File: src/design/assert_macros.svh
// Assertion helpers included by the parser RTL.
// Each macro expects i_clk and i_rst_n in scope.
`ifndef ASSERT_MACROS_SVH
`define ASSERT_MACROS_SVH

// Same-cycle implication, off while in reset.
`define LPF_ASSERT_IMP(lbl, ante, cons) \
    lbl: assert property (@(posedge i_clk) disable iff (!i_rst_n) (ante) |-> (cons)) \
        else $error("same-cycle check failed");

// Next-cycle implication, off while in reset.
`define LPF_ASSERT_NXT(lbl, ante, cons) \
    lbl: assert property (@(posedge i_clk) disable iff (!i_rst_n) (ante) |=> (cons)) \
        else $error("next-cycle check failed");

`endif

File: src/design/lpfcp_pkg.sv
package lpfcp_pkg;

    // payload buffer depth
    localparam int PAYLOAD_MAX = 64;
    localparam int ADDR_W      = (PAYLOAD_MAX > 1) ? $clog2(PAYLOAD_MAX) : 1;
    localparam int LEN_W       = $clog2(PAYLOAD_MAX + 1);

    localparam int BYTE_W      = 8;
    localparam int CRC_W       = 16;
    localparam int STATUS_W    = 2;
    localparam int FRAME_LEN_W = 7;
    localparam int CFG_IDX_W   = 2;

    localparam logic [CRC_W-1:0] CRC_POLY = 16'h1021;

    typedef logic [BYTE_W-1:0]   t_byte;
    typedef logic [CRC_W-1:0]    t_crc;
    typedef logic [STATUS_W-1:0] t_status;

    // result status codes
    localparam t_status ST_GOOD    = 2'd0;
    localparam t_status ST_CRC_ERR = 2'd1;
    localparam t_status ST_LEN_ERR = 2'd2;

    // config register indexes
    localparam logic [CFG_IDX_W-1:0] CFG_START_BYTE = 2'd0;
    localparam logic [CFG_IDX_W-1:0] CFG_CRC_SEED   = 2'd1;

    // one byte through CRC-16-CCITT, MSB first
    function automatic t_crc crc16_feed(input t_crc crc, input t_byte b);
        t_crc c;
        c = crc ^ {b, 8'h00};
        for (int i = 0; i < 8; i++) begin
            if (c[CRC_W-1]) begin
                c = {c[CRC_W-2:0], 1'b0} ^ CRC_POLY;
            end else begin
                c = {c[CRC_W-2:0], 1'b0};
            end
        end
        return c;
    endfunction

endpackage

File: src/design/length_prefixed_frame_crc_parser.sv
// Frame parser for a byte stream: start byte, 16-bit big-endian length,
// payload, 16-bit big-endian CRC-16-CCITT over the payload.
// Input channel: i_valid / o_stall with i_rx_byte, one received byte a beat.
// Output channel: o_valid / i_stall with status, frame_len, data_byte,
// byte_valid and last; one result a beat from a single output register.
// Config channel: i_cfg_valid / o_cfg_ready (always ready), index 0 is the
// start byte, index 1 the CRC seed; other indexes are dropped.
// A status result (length too large, CRC mismatch, good empty frame) is
// shown the cycle after its byte.
// Good frame: payload is read back from the 64-byte buffer RAM, each
// result beat by a RAM read and then the output register; a new read waits
// for the last beat to land. Other bytes go one a cycle.
// Input is held off during a burst, and while an unread result sits in the
// output register and the next byte might make another result.
// When the receiver stalls the output register holds its beat unchanged.
// Reset (synchronous, active low): parser hunts for the start byte, start
// byte 0x7E, seed 0xFFFF, no result pending. The buffer is not cleared; only
// bytes written in the current frame are read back.
module length_prefixed_frame_crc_parser
    import lpfcp_pkg::*;
(
    input  logic                   i_clk,
    input  logic                   i_rst_n,
    // byte input
    input  logic                   i_valid,
    output logic                   o_stall,
    input  logic [7:0]             i_rx_byte,
    // results
    output logic                   o_valid,
    input  logic                   i_stall,
    output logic [1:0]             o_status,
    output logic [6:0]             o_frame_len,
    output logic [7:0]             o_data_byte,
    output logic                   o_byte_valid,
    output logic                   o_last,
    // register writes
    input  logic                   i_cfg_valid,
    output logic                   o_cfg_ready,
    input  logic [CFG_IDX_W-1:0]   i_cfg_index,
    input  logic [15:0]            i_cfg_data
);

    `include "assert_macros.svh"

    // parser phases; codes above CRC_LO behave as WAIT
    localparam logic [2:0] PH_WAIT    = 3'd0;
    localparam logic [2:0] PH_LEN_HI  = 3'd1;
    localparam logic [2:0] PH_LEN_LO  = 3'd2;
    localparam logic [2:0] PH_PAYLOAD = 3'd3;
    localparam logic [2:0] PH_CRC_HI  = 3'd4;
    localparam logic [2:0] PH_CRC_LO  = 3'd5;

    // config
    t_byte r_start_byte;
    t_crc  r_crc_seed;

    // parser state
    logic [2:0]       r_phase;
    t_byte            r_len_high;
    logic [LEN_W-1:0] r_expected_len;
    logic [LEN_W-1:0] r_byte_count;
    t_crc             r_crc;
    t_byte            r_crc_high;

    // burst read-back
    logic             r_burst;
    logic             r_rd_pend;
    logic             r_rd_last;
    logic [LEN_W-1:0] r_rd_idx;

    // output register
    logic             r_out_valid;
    t_status          r_out_status;
    logic [6:0]       r_out_len;
    t_byte            r_out_data;
    logic             r_out_bv;
    logic             r_out_last;

    logic             in_fire;
    logic             out_fire;
    logic             rd_issue;
    logic             ram_we;
    t_byte            ram_rdata;
    t_crc             n_crc;
    logic [LEN_W-1:0] n_byte_count;
    logic [LEN_W-1:0] n_rd_idx;
    logic [15:0]      rx_len;
    logic             len_too_big;
    t_crc             rx_crc;
    logic             result_phase;

    // -------------------------------------------------------------------
    // handshakes
    // -------------------------------------------------------------------
    // Only the LEN_LO and CRC_LO bytes can make a result, so only those
    // wait for the output register to drain.
    assign result_phase = (r_phase == PH_LEN_LO) || (r_phase == PH_CRC_LO);
    assign o_stall      = r_burst || r_rd_pend || (r_out_valid && result_phase);
    assign in_fire      = i_valid && !o_stall;
    assign out_fire     = r_out_valid && !i_stall;
    assign o_cfg_ready  = 1'b1;

    // a burst read goes out only when its beat is sure to find the output
    // register free when it lands
    assign rd_issue = r_burst && !r_rd_pend && (!r_out_valid || !i_stall);
    assign n_rd_idx = r_rd_idx + 1'b1;

    assign n_crc        = crc16_feed(r_crc, i_rx_byte);
    assign n_byte_count = r_byte_count + 1'b1;
    assign rx_len       = {r_len_high, i_rx_byte};
    assign len_too_big  = rx_len > 16'(PAYLOAD_MAX);
    assign rx_crc       = {r_crc_high, i_rx_byte};
    assign ram_we       = in_fire && (r_phase == PH_PAYLOAD);

    // -------------------------------------------------------------------
    // payload buffer
    // -------------------------------------------------------------------
    lpfcp_ram #(
        .WIDTH (BYTE_W),
        .DEPTH (PAYLOAD_MAX)
    ) u_payload_ram (
        .i_clk   (i_clk),
        .i_we    (ram_we),
        .i_waddr (r_byte_count[ADDR_W-1:0]),
        .i_wdata (i_rx_byte),
        .i_re    (rd_issue),
        .i_raddr (r_rd_idx[ADDR_W-1:0]),
        .o_rdata (ram_rdata)
    );

    // -------------------------------------------------------------------
    // config registers
    // -------------------------------------------------------------------
    always_ff @(posedge i_clk) begin
        if (!i_rst_n) begin
            r_start_byte <= 8'h7E;
            r_crc_seed   <= 16'hFFFF;
        end else if (i_cfg_valid && o_cfg_ready) begin
            case (i_cfg_index)
                CFG_START_BYTE: r_start_byte <= i_cfg_data[7:0];
                CFG_CRC_SEED:   r_crc_seed   <= i_cfg_data;
                default: begin
                end
            endcase
        end
    end

    // -------------------------------------------------------------------
    // parser, burst sequencer and output register
    // -------------------------------------------------------------------
    always_ff @(posedge i_clk) begin
        if (!i_rst_n) begin
            r_phase        <= PH_WAIT;
            r_len_high     <= '0;
            r_expected_len <= '0;
            r_byte_count   <= '0;
            r_crc          <= 16'hFFFF;
            r_crc_high     <= '0;
            r_burst        <= 1'b0;
            r_rd_pend      <= 1'b0;
            r_rd_last      <= 1'b0;
            r_rd_idx       <= '0;
            r_out_valid    <= 1'b0;
        end else begin
            if (out_fire) begin
                r_out_valid <= 1'b0;
            end

            // burst: issue read, then land the beat
            if (rd_issue) begin
                r_rd_pend <= 1'b1;
                r_rd_idx  <= n_rd_idx;
                r_rd_last <= (n_rd_idx == r_expected_len);
                if (n_rd_idx == r_expected_len) begin
                    r_burst <= 1'b0;
                end
            end else if (r_rd_pend) begin
                r_rd_pend <= 1'b0;
            end

            if (r_rd_pend) begin
                r_out_valid  <= 1'b1;
                r_out_status <= ST_GOOD;
                r_out_len    <= FRAME_LEN_W'(r_expected_len);
                r_out_data   <= ram_rdata;
                r_out_bv     <= 1'b1;
                r_out_last   <= r_rd_last;
            end

            if (in_fire) begin
                case (r_phase)
                    PH_LEN_HI: begin
                        r_len_high <= i_rx_byte;
                        r_phase    <= PH_LEN_LO;
                    end
                    PH_LEN_LO: begin
                        if (len_too_big) begin
                            r_out_valid  <= 1'b1;
                            r_out_status <= ST_LEN_ERR;
                            r_out_len    <= '0;
                            r_out_data   <= '0;
                            r_out_bv     <= 1'b0;
                            r_out_last   <= 1'b1;
                            r_phase      <= PH_WAIT;
                        end else begin
                            r_expected_len <= LEN_W'(rx_len);
                            r_byte_count   <= '0;
                            r_phase <= (rx_len == 16'd0) ? PH_CRC_HI : PH_PAYLOAD;
                        end
                    end
                    PH_PAYLOAD: begin
                        r_crc        <= n_crc;
                        r_byte_count <= n_byte_count;
                        if (n_byte_count >= r_expected_len) begin
                            r_phase <= PH_CRC_HI;
                        end
                    end
                    PH_CRC_HI: begin
                        r_crc_high <= i_rx_byte;
                        r_phase    <= PH_CRC_LO;
                    end
                    PH_CRC_LO: begin
                        r_phase <= PH_WAIT;
                        if (rx_crc == r_crc && r_expected_len != '0) begin
                            // good frame with payload: start read-back
                            r_burst  <= 1'b1;
                            r_rd_idx <= '0;
                        end else begin
                            r_out_valid  <= 1'b1;
                            r_out_status <= (rx_crc == r_crc) ? ST_GOOD : ST_CRC_ERR;
                            r_out_len    <= '0;
                            r_out_data   <= '0;
                            r_out_bv     <= 1'b0;
                            r_out_last   <= 1'b1;
                        end
                    end
                    default: begin
                        if (i_rx_byte == r_start_byte) begin
                            r_phase      <= PH_LEN_HI;
                            r_byte_count <= '0;
                            r_crc        <= r_crc_seed;
                        end else begin
                            r_phase <= PH_WAIT;
                        end
                    end
                endcase
            end
        end
    end

    assign o_valid      = r_out_valid;
    assign o_status     = r_out_status;
    assign o_frame_len  = r_out_len;
    assign o_data_byte  = r_out_data;
    assign o_byte_valid = r_out_bv;
    assign o_last       = r_out_last;

    // -------------------------------------------------------------------
    // checks
    // -------------------------------------------------------------------
    `LPF_ASSERT_NXT(a_rd_lands, r_rd_pend, r_out_valid && r_out_bv)
    `LPF_ASSERT_IMP(a_bv_good, r_out_valid && r_out_bv, r_out_status == ST_GOOD)
    `LPF_ASSERT_IMP(a_burst_idle_parser, r_burst || r_rd_pend, r_phase == PH_WAIT)
    `LPF_ASSERT_IMP(a_payload_in_range, r_phase == PH_PAYLOAD,
                    r_byte_count < r_expected_len)

endmodule

File: src/design/lpfcp_ram.sv
module lpfcp_ram #(
    parameter int WIDTH  = 8,
    parameter int DEPTH  = 64,
    parameter int ADDR_W = (DEPTH > 1) ? $clog2(DEPTH) : 1
) (
    input  logic              i_clk,
    input  logic              i_we,
    input  logic [ADDR_W-1:0] i_waddr,
    input  logic [WIDTH-1:0]  i_wdata,
    input  logic              i_re,
    input  logic [ADDR_W-1:0] i_raddr,
    output logic [WIDTH-1:0]  o_rdata
);

    logic [WIDTH-1:0] r_mem [DEPTH];
    logic [WIDTH-1:0] r_rdata;

    always_ff @(posedge i_clk) begin
        if (i_we) begin
            r_mem[i_waddr] <= i_wdata;
        end
        if (i_re) begin
            r_rdata <= r_mem[i_raddr];
        end
    end

    assign o_rdata = r_rdata;

endmodule

File: config.mk
export PLATFORM = sky130hd
export DESIGN_NAME = length_prefixed_frame_crc_parser
export DESIGN_NICKNAME = d
export VERILOG_FILES = /design/src/design/lpfcp_pkg.sv /design/src/design/length_prefixed_frame_crc_parser.sv /design/src/design/lpfcp_ram.sv
export VERILOG_INCLUDE_DIRS = /design/src /design/src/design
export SDC_FILE = /design/constraint.sdc
export NUM_CORES = 1
export LEC_CHECK = 0
export ABC_AREA = 1
export ABC_CLOCK_PERIOD_IN_PS = 4090
export BUFFER_PORTS_ARGS = -buffer_cell sky130_fd_sc_hd__buf_2
export CAP_MARGIN = 10
export CORE_UTILIZATION = 53
export CTS_BUF_LIST = sky130_fd_sc_hd__clkbuf_4
export CTS_CLUSTER_SIZE = 10
export DETAILED_ROUTE_END_ITERATION = 10
export PLACE_DENSITY = 0.69
export REMOVE_ABC_BUFFERS = 1
export SLEW_MARGIN = 20
export SYNTH_ARGS = -nofsm -noshare
export SYNTH_HDL_FRONTEND = slang
export SYNTH_SLANG_ARGS = --single-unit
File: constraint.sdc
create_clock -name i_clk -period 4.09 [get_ports i_clk]
set_clock_uncertainty 0.15 [all_clocks]
set_input_delay 0.2045 -clock i_clk [delete_from_list [all_inputs] [get_ports i_clk]]
set_output_delay 0.2045 -clock i_clk [all_outputs]
set_load 0.05 [all_outputs]
==> reports/summary.md <==
The headroom to the max-slew limit is 0.272, and the post-CTS setup-driven buffer insertion count is 0. The worst setup path is launched from a flop. With fillers left out, the area of the finished cells amounts to 29400 µm². The area of the core region was 47800 µm². The run gives 0 as the post-cts resize count. Type of the worst min-delay path: in2reg. The tools report the sequential-to-total area share from yosys stat as 0.693. The total via count after detailed routing was 19423; the power density normalized to cell area was 433 nW/µm². The count of buffers added on input and output ports is 51.

The detail route stage leaves a number of antenna-violating nets equal to 0. After detailed routing, the average wire length per cell comes to 22.4 µm. The final count of pins violating max slew is 0. Global-route track usage on met2: 0.468. In this run the most critical hold path is launched from i_rx_byte[7]. In this run the vertical extent of the chip is 223 µm. Once detailed placement completed, the half-perimeter wirelength came to 40800 µm. The actual slew at the worst max-slew pin was 1090 ps; the number of distinct library cells after synthesis was 38. VDD sags by at most 265 µV. The total congestion overflow after global routing is 0, and the starting density of the core is 0.539.

The worst setup path is captured at a flop. The startpoint identified for the worst register-to-register timing path is r_phase[1]. First-pass iteration count of the detailed router: 6. The logs give 3730 ps for the critical path arrival and 0 for the number of remaining DRC errors.

Summed over all layers, the routed wires come to 71900 µm. The adder-cell share of the synthesized area is 0.00533. The xor and xnor area share after synthesis is 0.0122, and the clock insertion delay at the later pin of the skew report is 950 ps.

Dividing the detail-routed via count by the number of cells gives 6.06. Synthesis produced a netlist whose cell count is 2290. The share of the cycle needed by the critical path after routing is 0.809.

Count of boundary I/O pins: 53. TritonCTS built the clock tree. The hold-fix buffer count after cts was 84.

The simple-gate area share of the yosys netlist works out to 0.140. Dividing the synthesized area by the synthesized cell count gives 11.3 µm². The routability congestion estimate from global placement was 0.897; the final-report hold violation count was 0. At the placement stage, the worst setup path has a slack of 881 ps.

Total global routing track utilization: 0.293. Setup repair after global routing left no endpoint under its margin. The share of post-route cells with drive strength above 1 was 0.135; the number of inserted filler cells in the final layout was 3777. Buffers inserted during clock tree synthesis total 154.

The die boundary width is 223 µm, and the number of setup violations in the final report is 0. The flow ran to the end, and the final reports show no timing, DRC or antenna violations. CTS built an H-tree with a depth of 4. In this run the static leakage power is 10.4 nW. The run gives 0.0127 W as the total design power. In this run the most used layer during global routing was met2.

The layout overhead on the synthesized area was 13.9%. In this run the worst path has a maximum fanout of 11. In this run the clock root is driven by a sky130_fd_sc_hd__clkbuf_4.

The logs give 19135 for the number of global-route vias before repair and 3 for the number of buffers between clock root and the deepest sink. At the end of the flow, the number of nets in the layout was 2521. The largest net degree at the start of global routing came out at 111. The run gives 2262 as the initial detailed-routing violation count. Across all hold checks on the routed design, the worst slack comes to 135 ps. The run gives 108000 µm as the wire length of the first global-routing pass. Maximum achievable frequency: 302 MHz.

The tree built by TritonCTS fans out to 623 sinks. The row count is 80, and the compound-gate portion of the synthesized area is 0.116. The synthesized design contains 623 register bits.

The area of the die is 49600 µm², and the met1 routing resource usage after global routing is 0.372. For the number of warnings reported in the yosys synthesis log, the log shows 0. The worst setup path is of the reg2reg kind.

The combinational family with the most area after synthesis is simple AND/OR/NAND/NOR gates. In this run the cell area of the synthesized design comes to 25800 µm². At the worst endpoint, the required time is 4510 ps.

The launch point of the worst path is r_phase[1]. The run gives 0.0711 as the routing usage on met3. Once placement finished, the instance area stood at 26600 µm². After clock tree synthesis, the clock-pin slew on the worst setup and hold paths is 70 ps. Share of synthesized area spent on multiplexers: 0.

For the finished layout, the period the worst path requires is 3310 ps. For the number of max-cap violations, the log shows 0. The initial antenna violation count came out at 3. Across all setup checks in the final design, the least slack found is 783 ps.
==> power by group <==
part           switching [W]  internal (W)  leakage (nW)
combinational       0.000388      0.000157          3.63
clock                0.00242       0.00277          1.17
sequential         0.0000348       0.00694          5.54
total                0.00284       0.00987          10.4
==> synth_stat cells (all sizes together) <==
master | number | area, µm²
a21oi | 83 | 415
a22oi | 32 | 240
a31o | 1 | 8.76
buf | 42 | 221
clkbuf | 95 | 357
clkinv | 5 | 18.8
conb | 1 | 3.75
dfxtp | 84 | 1680
edfxtp | 539 | 16200
ha | 11 | 138
inv | 71 | 267
nand2 | 275 | 1040
nand3 | 154 | 796
nand3b | 1 | 7.51
nand4 | 21 | 146
nor2 | 411 | 1560
nor3 | 6 | 46.3
nor4 | 1 | 6.26
o211ai | 59 | 443
o21a | 2 | 15.0
o21ai | 309 | 1550
o221ai | 9 | 78.8
o22ai | 40 | 250
or2 | 2 | 12.5
xnor2 | 22 | 193
xor2 | 14 | 123
==> metrics by stage <==
step	cells	setup TNS, ps	util
after floorplan	2153	-55550	-
after global placement	2854	0	0.556
after detailed placement	2854	0	0.556
after CTS	3200	0	0.614
after global routing	3202	0	0.614
final	3204	0	0.614
==> worst max-delay path: stages, from the launching register on <==
cell	delay, ps
sky130_fd_sc_hd__dfxtp_1	410
sky130_fd_sc_hd__inv_1	120
sky130_fd_sc_hd__nand3_1	120
sky130_fd_sc_hd__nand2_1	110
sky130_fd_sc_hd__nand2_2	100
sky130_fd_sc_hd__nand4_4	110
sky130_fd_sc_hd__inv_2	190
sky130_fd_sc_hd__nand2_1	170
sky130_fd_sc_hd__nor2_4	160
sky130_fd_sc_hd__nand3_2	480
sky130_fd_sc_hd__nor2_1	780
==> layout make-up <==
type | count | area, µm² | share of cell area
repair buffers | 170 | 1420 | 0.0484
clock buffers | 226 | 1700 | 0.0577
inverters | 76 | 290 | 0.00988
multi-input cells | 1454 | 7070 | 0.241
well taps | 615 | 769 | 0.0262
flip-flops and latches | 623 | 17900 | 0.608
diodes | 4 | 10.0 | 0.000341
clock inverters | 36 | 246 | 0.00839
==> path summary, 6_finish.rpt <==
path	to	slack, ps	cells after the start
worst min register to register	r_len_high[2]	300	2
worst max register to register	u_payload_ram.r_mem[4][5]	780	10
worst min-delay path	u_payload_ram.r_mem[46][7]	130	2
worst max-delay path	u_payload_ram.r_mem[4][5]	780	10
==> cell families after synthesis <==
group	count (synthesis)
and+or+nand+nor	871
adders and majority gates	11
other	1
AOI/OAI and AO/OA	535
DFF	623
buffers and inverters	213
xor gates and xnor gates	36
==> state kept, by name (all words and copies together) (netlist names), 8 cells and up <==
| register | cells |
|---|---|
| r_crc_seed | 16 |
| u_payload_ram.o_rdata | 8 |
| r_crc | 16 |
| r_crc_high | 8 |
| r_start_byte | 8 |
| u_payload_ram.r_mem | 512 |
| r_len_high | 8 |
| o_data_byte | 8 |
==> cell usage in the layout, fill, tap and decap left out, drive strengths merged, types with 4 or more instances in the layout <==
| master | instances |
|---|---|
| o21ai | 309 |
| a22oi | 32 |
| a21oi | 83 |
| nand4 | 21 |
| bufinv | 4 |
| nor2 | 411 |
| inv | 78 |
| o221ai | 9 |
| dlygate4sd3 | 84 |
| clkinv | 30 |
| diode | 4 |
| ha | 11 |
| nand3 | 154 |
| xor2 | 14 |
| o211ai | 59 |
| edfxtp | 539 |
| o22ai | 40 |
| xnor2 | 22 |
| nand2 | 275 |
| buf | 86 |
| clkbuf | 226 |
| dfxtp | 84 |
| nor3 | 6 |
==> metal layers <==
| layer | share of wire | vias to the layer above |
|---|---|---|
| met5 | 0 | - |
| met4 | 0.047 | 0 |
| met3 | 0.090 | 274 |
| met2 | 0.48 | 1163 |
| met1 | 0.39 | 9294 |
| li1 | - | 8692 |
(Power assumes the default switching activity.)
